`config.mk`:
```
export PLATFORM = sky130hd
export DESIGN_NAME = positional_list_engine
export DESIGN_NICKNAME = d
export VERILOG_FILES = /design/src/design/plm_pkg.sv /design/src/design/plm_cell.sv /design/src/design/positional_list_engine.sv
export SDC_FILE = /design/constraint.sdc
export NUM_CORES = 2
export LEC_CHECK = 0
export BUFFER_PORTS_ARGS = -buffer_cell sky130_fd_sc_hd__buf_2
export CAP_MARGIN = 40
export CELL_PAD_IN_SITES_DETAIL_PLACEMENT = 1
export CELL_PAD_IN_SITES_GLOBAL_PLACEMENT = 1
export CORE_MARGIN = 1.5
export CORE_UTILIZATION = 47
export DETAILED_ROUTE_END_ITERATION = 10
export PLACE_DENSITY_LB_ADDON = 0.1
export SLEW_MARGIN = 30
export SYNTH_ARGS = -nofsm -noshare
export SYNTH_HDL_FRONTEND = slang
export SYNTH_HIERARCHICAL = 1
export SYNTH_SLANG_ARGS = --single-unit
export TNS_END_PERCENT = 20
```
`constraint.sdc`:
```
create_clock -name clk -period 13.2 [get_ports clk]
set_clock_uncertainty 0.2 [all_clocks]
set_input_delay 2.64 -clock clk [delete_from_list [all_inputs] [get_ports clk]]
set_output_delay 2.64 -clock clk [all_outputs]
set_load 0.03 [all_outputs]
```
`src/design/plm_pkg.sv`:
```
// ----------------------------------------------------------------------------
// plm_pkg: shared types and codes for the positional list engine
// Holds the operation codes, result status codes and the command that is
// broadcast to every cell of the shifting row.
// ----------------------------------------------------------------------------
`default_nettype none

package plm_pkg;

	// Requested operation on an input transfer.
	typedef enum logic [2:0] {
		MODE_INS_FRONT = 3'd0,
		MODE_INS_BACK  = 3'd1,
		MODE_INS_POS   = 3'd2,
		MODE_DEL_FRONT = 3'd3,
		MODE_DEL_BACK  = 3'd4,
		MODE_DEL_POS   = 3'd5,
		MODE_DUMP      = 3'd6,
		MODE_COUNT     = 3'd7
	} mode_t;

	// Result status codes.
	localparam logic [1:0] ST_OK     = 2'd0;
	localparam logic [1:0] ST_BADPOS = 2'd1;
	localparam logic [1:0] ST_EMPTY  = 2'd2;
	localparam logic [1:0] ST_FULL   = 2'd3;

	// What every cell does on a broadcast command.
	typedef enum logic [1:0] {
		CELL_HOLD,
		CELL_INS,
		CELL_DEL,
		CELL_ROT
	} cell_op_t;

	typedef struct packed {
		cell_op_t           op;
		logic signed [31:0] value;
	} cell_cmd_t;

endpackage : plm_pkg

`default_nettype wire

```
`src/design/plm_cell.sv`:
```
// ----------------------------------------------------------------------------
// plm_cell: one storage cell of the shifting list row
// Holds one element and, on a broadcast command, keeps it, takes the value of
// a neighbor or takes the new value, depending on its place in the row.
// ----------------------------------------------------------------------------
`default_nettype none

module plm_cell
	import plm_pkg::*;
#(
	parameter int IDX_W = 5,
	parameter int CNT_W = 6,
	parameter int INDEX = 0
) (
	input  wire logic                      clk,
	input  wire cell_cmd_t                 cmd,
	input  wire logic        [IDX_W-1:0]   idx,
	input  wire logic        [CNT_W-1:0]   count,
	input  wire logic signed [31:0]        left,
	input  wire logic signed [31:0]        right,
	input  wire logic signed [31:0]        head,
	output logic signed      [31:0]        data
);

	localparam logic [IDX_W-1:0] MyIdx  = IDX_W'(INDEX);
	localparam logic [CNT_W-1:0] MyNext = CNT_W'(INDEX + 1);

	logic signed [31:0] data_q;
	logic signed [31:0] data_d;

	always_comb begin
		data_d = data_q;
		case (cmd.op)
			CELL_INS: begin
				if (MyIdx > idx) begin
					data_d = left;
				end else if (MyIdx == idx) begin
					data_d = cmd.value;
				end
			end
			CELL_DEL: begin
				if (MyIdx >= idx) begin
					data_d = right;
				end
			end
			CELL_ROT: begin
				// The last occupied cell wraps around to the head.
				if (MyNext == count) begin
					data_d = head;
				end else if (MyNext < count) begin
					data_d = right;
				end
			end
			default: data_d = data_q;
		endcase
	end

	always_ff @(posedge clk) begin
		data_q <= data_d;
	end

	assign data = data_q;

endmodule : plm_cell

`default_nettype wire

```
`src/design/positional_list_engine.sv`:
```
// ----------------------------------------------------------------------------
// positional_list_engine: ordered list of signed 32-bit values in a cell row
// Timing: a status result is registered and valid in the cycle after its input
// transfer; a dump first enters the dump state, then sends its elements one per
// cycle through the output register while out_ready holds. A new input waits
// until the single output register has drained and no dump is running.
// Reset: arst_n clears the fill count, control state and output valid; the
// cell contents stay undefined and are never read before being written.
// ----------------------------------------------------------------------------
`default_nettype none

module positional_list_engine
	import plm_pkg::*;
#(
	parameter int CAPACITY = 32
) (
	input  wire logic               clk,
	input  wire logic               arst_n,
	input  wire logic               in_valid,
	output logic                    in_ready,
	input  wire logic        [2:0]  mode,
	input  wire logic signed [31:0] value,
	input  wire logic        [5:0]  position,
	output logic                    out_valid,
	input  wire logic               out_ready,
	output logic             [1:0]  status,
	output logic signed      [31:0] element,
	output logic             [5:0]  element_count,
	output logic                    last
);

	// Index width addresses one cell; count width can also hold CAPACITY itself.
	localparam int IDX_W = $clog2(CAPACITY);
	localparam int CNT_W = $clog2(CAPACITY + 1);
	// Comparison width that holds both the position field and count + 1.
	localparam int CMP_W = ((CNT_W > 6) ? CNT_W : 6) + 1;

	typedef enum logic {
		S_IDLE,
		S_DUMP
	} state_t;

	state_t             state_q;
	logic [CNT_W-1:0]   count_q;
	logic [CNT_W-1:0]   remain_q;
	logic               out_valid_q;
	logic [1:0]         status_q;
	logic signed [31:0] element_q;
	logic [5:0]         element_count_q;
	logic               last_q;

	// Command broadcast to the cell row this cycle.
	cell_cmd_t          cmd;
	logic [IDX_W-1:0]   cell_idx;

	logic               in_fire;
	logic               out_free;
	logic               full;
	logic               empty;
	logic [CMP_W-1:0]   pos_x;
	logic [CMP_W-1:0]   cnt_x;
	logic [1:0]         acc_status;
	logic [CNT_W-1:0]   count_d;
	logic               start_dump;

	logic signed [31:0] cell_data [CAPACITY];

	// Only one item is in flight: a new input is taken once the previous
	// result has been handed over and no dump is running.
	assign in_ready = (state_q == S_IDLE) && !out_valid_q;
	assign in_fire  = in_valid && in_ready;
	assign out_free = !out_valid_q || out_ready;

	assign full  = (count_q == CNT_W'(CAPACITY));
	assign empty = (count_q == '0);
	assign pos_x = CMP_W'(position);
	assign cnt_x = CMP_W'(count_q);

	// Decode the accepted operation: check it, pick the cell command and the
	// count that follows. Insert positions run 1..count+1, delete 1..count.
	always_comb begin
		cmd.op     = CELL_HOLD;
		cmd.value  = value;
		cell_idx   = '0;
		acc_status = ST_OK;
		count_d    = count_q;
		start_dump = 1'b0;
		if (in_fire) begin
			unique case (mode_t'(mode))
				MODE_INS_FRONT, MODE_INS_BACK, MODE_INS_POS: begin
					if (full) begin
						acc_status = ST_FULL;
					end else if ((mode_t'(mode) == MODE_INS_POS) &&
					             ((pos_x == '0) || (pos_x > cnt_x + CMP_W'(1)))) begin
						acc_status = ST_BADPOS;
					end else begin
						cmd.op  = CELL_INS;
						count_d = count_q + CNT_W'(1);
						if (mode_t'(mode) == MODE_INS_FRONT) begin
							cell_idx = '0;
						end else if (mode_t'(mode) == MODE_INS_BACK) begin
							cell_idx = IDX_W'(count_q);
						end else begin
							cell_idx = IDX_W'(position - 6'd1);
						end
					end
				end
				MODE_DEL_FRONT, MODE_DEL_BACK, MODE_DEL_POS: begin
					if (empty) begin
						acc_status = ST_EMPTY;
					end else if ((mode_t'(mode) == MODE_DEL_POS) &&
					             ((pos_x == '0) || (pos_x > cnt_x))) begin
						acc_status = ST_BADPOS;
					end else begin
						cmd.op  = CELL_DEL;
						count_d = count_q - CNT_W'(1);
						if (mode_t'(mode) == MODE_DEL_FRONT) begin
							cell_idx = '0;
						end else if (mode_t'(mode) == MODE_DEL_BACK) begin
							cell_idx = IDX_W'(count_q - CNT_W'(1));
						end else begin
							cell_idx = IDX_W'(position - 6'd1);
						end
					end
				end
				MODE_DUMP: begin
					// An empty list answers with a single status result.
					start_dump = !empty;
				end
				MODE_COUNT: begin
					acc_status = ST_OK;
				end
				default: acc_status = ST_OK;
			endcase
		end
		// During a dump the occupied cells rotate toward the head by one each
		// time an element is sent; after count steps the order is restored.
		if ((state_q == S_DUMP) && out_free) begin
			cmd.op = CELL_ROT;
		end
	end

	// Row of cells: each takes data from its left or right neighbor, and the
	// last occupied one can take the head during a rotation.
	for (genvar g = 0; g < CAPACITY; g++) begin : g_cell
		logic signed [31:0] left_in;
		logic signed [31:0] right_in;

		if (g == 0) begin : g_first
			assign left_in = '0;
		end else begin : g_inner_l
			assign left_in = cell_data[g-1];
		end

		if (g == CAPACITY - 1) begin : g_lastc
			assign right_in = '0;
		end else begin : g_inner_r
			assign right_in = cell_data[g+1];
		end

		plm_cell #(
			.IDX_W (IDX_W),
			.CNT_W (CNT_W),
			.INDEX (g)
		) u_cell (
			.clk   (clk),
			.cmd   (cmd),
			.idx   (cell_idx),
			.count (count_q),
			.left  (left_in),
			.right (right_in),
			.head  (cell_data[0]),
			.data  (cell_data[g])
		);
	end

	// Control state, fill count and the output register.
	always_ff @(posedge clk or negedge arst_n) begin
		if (!arst_n) begin
			state_q         <= S_IDLE;
			count_q         <= '0;
			remain_q        <= '0;
			out_valid_q     <= 1'b0;
			status_q        <= ST_OK;
			element_q       <= '0;
			element_count_q <= '0;
			last_q          <= 1'b0;
		end else begin
			if (out_valid_q && out_ready) begin
				out_valid_q <= 1'b0;
			end
			unique case (state_q)
				S_IDLE: begin
					if (in_fire) begin
						count_q <= count_d;
						if (start_dump) begin
							state_q  <= S_DUMP;
							remain_q <= count_q;
						end else begin
							out_valid_q     <= 1'b1;
							status_q        <= acc_status;
							element_q       <= '0;
							element_count_q <= 6'(count_d);
							last_q          <= 1'b1;
						end
					end
				end
				S_DUMP: begin
					if (out_free) begin
						out_valid_q     <= 1'b1;
						status_q        <= ST_OK;
						element_q       <= cell_data[0];
						element_count_q <= 6'(count_q);
						last_q          <= (remain_q == CNT_W'(1));
						remain_q        <= remain_q - CNT_W'(1);
						if (remain_q == CNT_W'(1)) begin
							state_q <= S_IDLE;
						end
					end
				end
				default: state_q <= S_IDLE;
			endcase
		end
	end

	assign out_valid     = out_valid_q;
	assign status        = status_q;
	assign element       = element_q;
	assign element_count = element_count_q;
	assign last          = last_q;

endmodule : positional_list_engine

`default_nettype wire
```
==> flow_metrics.env <==
export IMPL_fp_dieH_um=401
export IMPL_start_util_pct=47.5
export IMPL_period_share_pct=56.8
export IMPL_tightest_slew_ns=1.10
export IMPL_clk_pin_slew_ns=0.06
export IMPL_cts_path_max_buffers=3
export IMPL_synth_warnings=6
export IMPL_final_cell_mix="1024 x edfxtp_1, 636 x o21ai_0, 536 x o21ai_1, 474 x a31oi_1, 416 x nand3_1"
export IMPL_wl_met1_mm=131
export IMPL_worstPathRequired_ns=13.54
export IMPL_drv_cap=0
export IMPL_dp_slack_ns=5.09
export IMPL_worst_path_largest_cell_delay_ns=0.81
export IMPL_cts_tree="built"
export IMPL_wire_per_inst_um=35.7
export IMPL_synth_top_family_by_area="compound AO/OA/AOI/OAI gates"
export IMPL_wl_mm=332
export IMPL_yosysTopAreaCellShare_pct=41.3
export IMPL_cts_buffers=136
export IMPL_post_cts_buffers=0
export IMPL_maxSlewViolCount=0
export IMPL_num_vias=71500
export IMPL_dp_hpwl_mm=207
export IMPL_antenna_found_initial=2
export IMPL_slowest_stage="buf_4"
export IMPL_path_max_fanout=185
export IMPL_drive_gt1_share_pct=13.5
export IMPL_rsz0062_at_grt="false"
export IMPL_grt_pass1_wl_mm=487
export IMPL_grt_max_degree=276
export IMPL_min_from="element[7]"
export IMPL_status="completed"
export IMPL_die_area_um2=161000
export IMPL_grt_use_total_pct=39.6
export IMPL_grt_pass1_vias=70600
export IMPL_synth_area_um2=74500
export IMPL_cp_end_kind="flop"
export IMPL_cp_buffers_inverters=6
export IMPL_yosysUniqueCellTypes=141
export IMPL_htree_levels=4
export IMPL_area_delta_synth_final_pct=7.62
export IMPL_nets=7204
export IMPL_synth_edf_count=1024
export IMPL_synth_xor_area_share_pct=0.188
export IMPL_wl_met3_mm=36.1
export IMPL_yosys_area_share_simple_pct=12.0
export IMPL_powerDensity_nw_per_um2=254
export IMPL_coreArea_um2=157000
export IMPL_placedCellCount=9047
export IMPL_final_common_cell="edfxtp_1"
export IMPL_setup_viol=0
export IMPL_ys_top_cells_by_area="edfxtp_1 41%, o21ai_0 4.3%, a32oi_1 4.2%"
export IMPL_peakVddDrop_uv=144
export IMPL_start_kind="input pin"
export IMPL_route_top_layer_used="met5"
export IMPL_synth_mux_area_share_pct=5.40
export IMPL_async_flop_share_pct=5.10
export IMPL_setup_ws_ns=5.70
export IMPL_overflow=0
export IMPL_synth_cells=7464
export IMPL_leakagePower_nw=27.3
export IMPL_hold_viol=0
export IMPL_timing_fmax_mhz=133
export IMPL_worstSetupStartpoint="position[0]"
export IMPL_path_cells="buf_2, inv_1, ha_1, or3b_1, or3_1, nand4_1, a211oi_2, o21a_1, nor2_1, o21ai_4, buf_12, buf_4, buf_12, buf_16, o31a_1, a2bb2oi_2"
export IMPL_clockRootBuffer="clkbuf_16"
export IMPL_clock_sinks=1079
export IMPL_place_congestion=0.901
export IMPL_slew_headroom_pct=27.0
export IMPL_ys_flop_type="edfxtp_1"
export IMPL_post_cts_resized=0
export IMPL_drcViolationCount=0
export IMPL_synth_fa_ha_area_share_pct=0.302
export IMPL_portBuffers=87
export IMPL_critPathKind="input pin to flop"
export IMPL_clk_latency_ns=0.79
export IMPL_period_minus_slack_ns=7.50
export IMPL_syn_avg_cell_area_um2=9.99
export IMPL_yosys_area_top_type="edfxtp_1"
export IMPL_critical_path_most_common_cell="buf_12"
export IMPL_crit_family="buffers and inverters"
export IMPL_ys_ff_latch=1079
export IMPL_fillers=17100
export IMPL_synth_compound_area_share_pct=31.1
export IMPL_instances_no_fill=9309
export IMPL_synth_seq_area_share_pct=43.1
export IMPL_fp_row_count=145
export IMPL_wl_met2_mm=145
export IMPL_hold_path_class="flop to flop"
export IMPL_die_w_um=401
export IMPL_final_antenna_net_count=0
export IMPL_firstDrtPassIters=8
export IMPL_r2r_start="count_q[0]"
export IMPL_critPathArrivalTime_ns=7.84
export IMPL_hold_buffers=0
export IMPL_drt_iter0_drc=9735
export IMPL_pin_count=88
export IMPL_viasPerCell=7.68
-- worst register-to-register path: stages (launching register included) --
cell      delay [ns]
dfrtp_4         0.75
inv_1           0.37
nor3_1          0.35
nand3_1         0.14
xnor2_1         0.31
ha_1            0.33
a21oi_1         0.15
nand2_1         0.11
o21ai_4         0.21
a211oi_4        0.13
nor2_1          0.32
a32oi_1         0.17
nor2_4          0.67
buf_4           0.64
buf_4           0.55
nand3_1         0.46
buf_4           0.39
a211oi_1        0.35
a31oi_1         0.08
-- layer usage --
| metal | GRT usage, % | vias to the layer above |
|---|---|---|
| li1 | - | 29400 |
| met1 | 54.3 | 36300 |
| met2 | 59.1 | 4754 |
| met3 | 7.82 | 993 |
| met4 | 20.9 | 2 |
| met5 | 0 | - |
-- where the power goes --
| group | total, mW | leakage, nW | switching, mW | internal, mW |
|---|---|---|---|---|
| clock | 3.70 | 2.05 | 1.61 | 2.09 |
| combinational | 8.47 | 14.5 | 5.63 | 2.83 |
| sequential | 8.21 | 10.7 | 1.70 | 6.50 |
-- cells in the mapped netlist, types with 14 or more instances --
master     instances
edfxtp_1        1024
o21ai_0          646
o21ai_1          540
a31oi_1          476
clkbuf_1         442
nand3_1          419
nand2_1          370
a32oi_1          354
mux2i_1          259
a21oi_1          221
nand4_1          215
nand2b_1         200
a22oi_1          197
buf_2            185
a211oi_1         177
inv_1            177
o31a_1           137
buf_6            120
a221o_1           94
a2bb2oi_1         93
mux2_2            84
nor2_1            75
a41oi_1           58
dfrtp_1           55
buf_4             46
and3_1            40
o21a_1            39
o211a_1           38
nor2b_1           37
a41oi_2           32
a2bb2oi_2         30
and2_1            28
and4_2            28
o221ai_1          25
clkbuf_4          22
o41a_1            21
mux2_1            19
ha_1              18
mux2_4            18
clkbuf_8          16
nor3_1            15
a221oi_1          14
-- state kept, by name, summed over array words and instances (netlist names) --
register	cells
g_cell.u_cell/data	1024
element	32
count_q	6
element_count	6
remain_q	6
status	2
last	1
out_valid	1
state_q	1
-- logic make-up (layout without fill, tap and decap cells) --
group,after synthesis,after routing
xor+xnor,16,16
compound gates,3342,3342
simple gates,1567,1567
fa+ha+maj,18,18
flops,1079,1079
other cells,1,34
buf+inv,1061,815
mux,380,380
-- area by class of cell --
class | instances | area, um^2 | area share, %
inverters | 181 | 679 | 0.847
clock buffers | 182 | 3710 | 4.63
diodes | 2 | 5.00 | 0.00624
multi-input cells | 5355 | 37300 | 46.4
flip-flops and latches | 1079 | 32100 | 40.1
repair buffers | 388 | 3340 | 4.17
well taps | 2058 | 2570 | 3.21
clock inverters | 64 | 489 | 0.610
-- path summary, 6_finish.rpt --
path	slack (ns)	cells after the start	to
max in group asynchronous	10.41	2	count_q[3]
min in group asynchronous	1.81	2	element[0]
worst min-delay path	0.26	2	element[7]
worst min register to register	0.26	2	element[7]
worst max-delay path	5.70	16	g_cell[26].u_cell/data[25]
worst max register to register	6.24	18	g_cell[28].u_cell/data[6]
-- stage by stage --
step           instance area, um^2  TNS, ns  total power, mW  util (%)  hold WS, ns
2_1_floorplan                74600    -9.12             12.7         -        0.326
3_3_place_gp                 75000        0             15.9      47.9        0.247
3_5_place_dp                 75700        0             16.3      48.3        0.255
4_1_cts                      79900        0             20.0      51.0        0.266
5_1_grt                      80200        0             21.0      51.2        0.293
6_report                     80200        0             20.4      51.2        0.264
No activity file was read; power rests on OpenSTA's default activity.
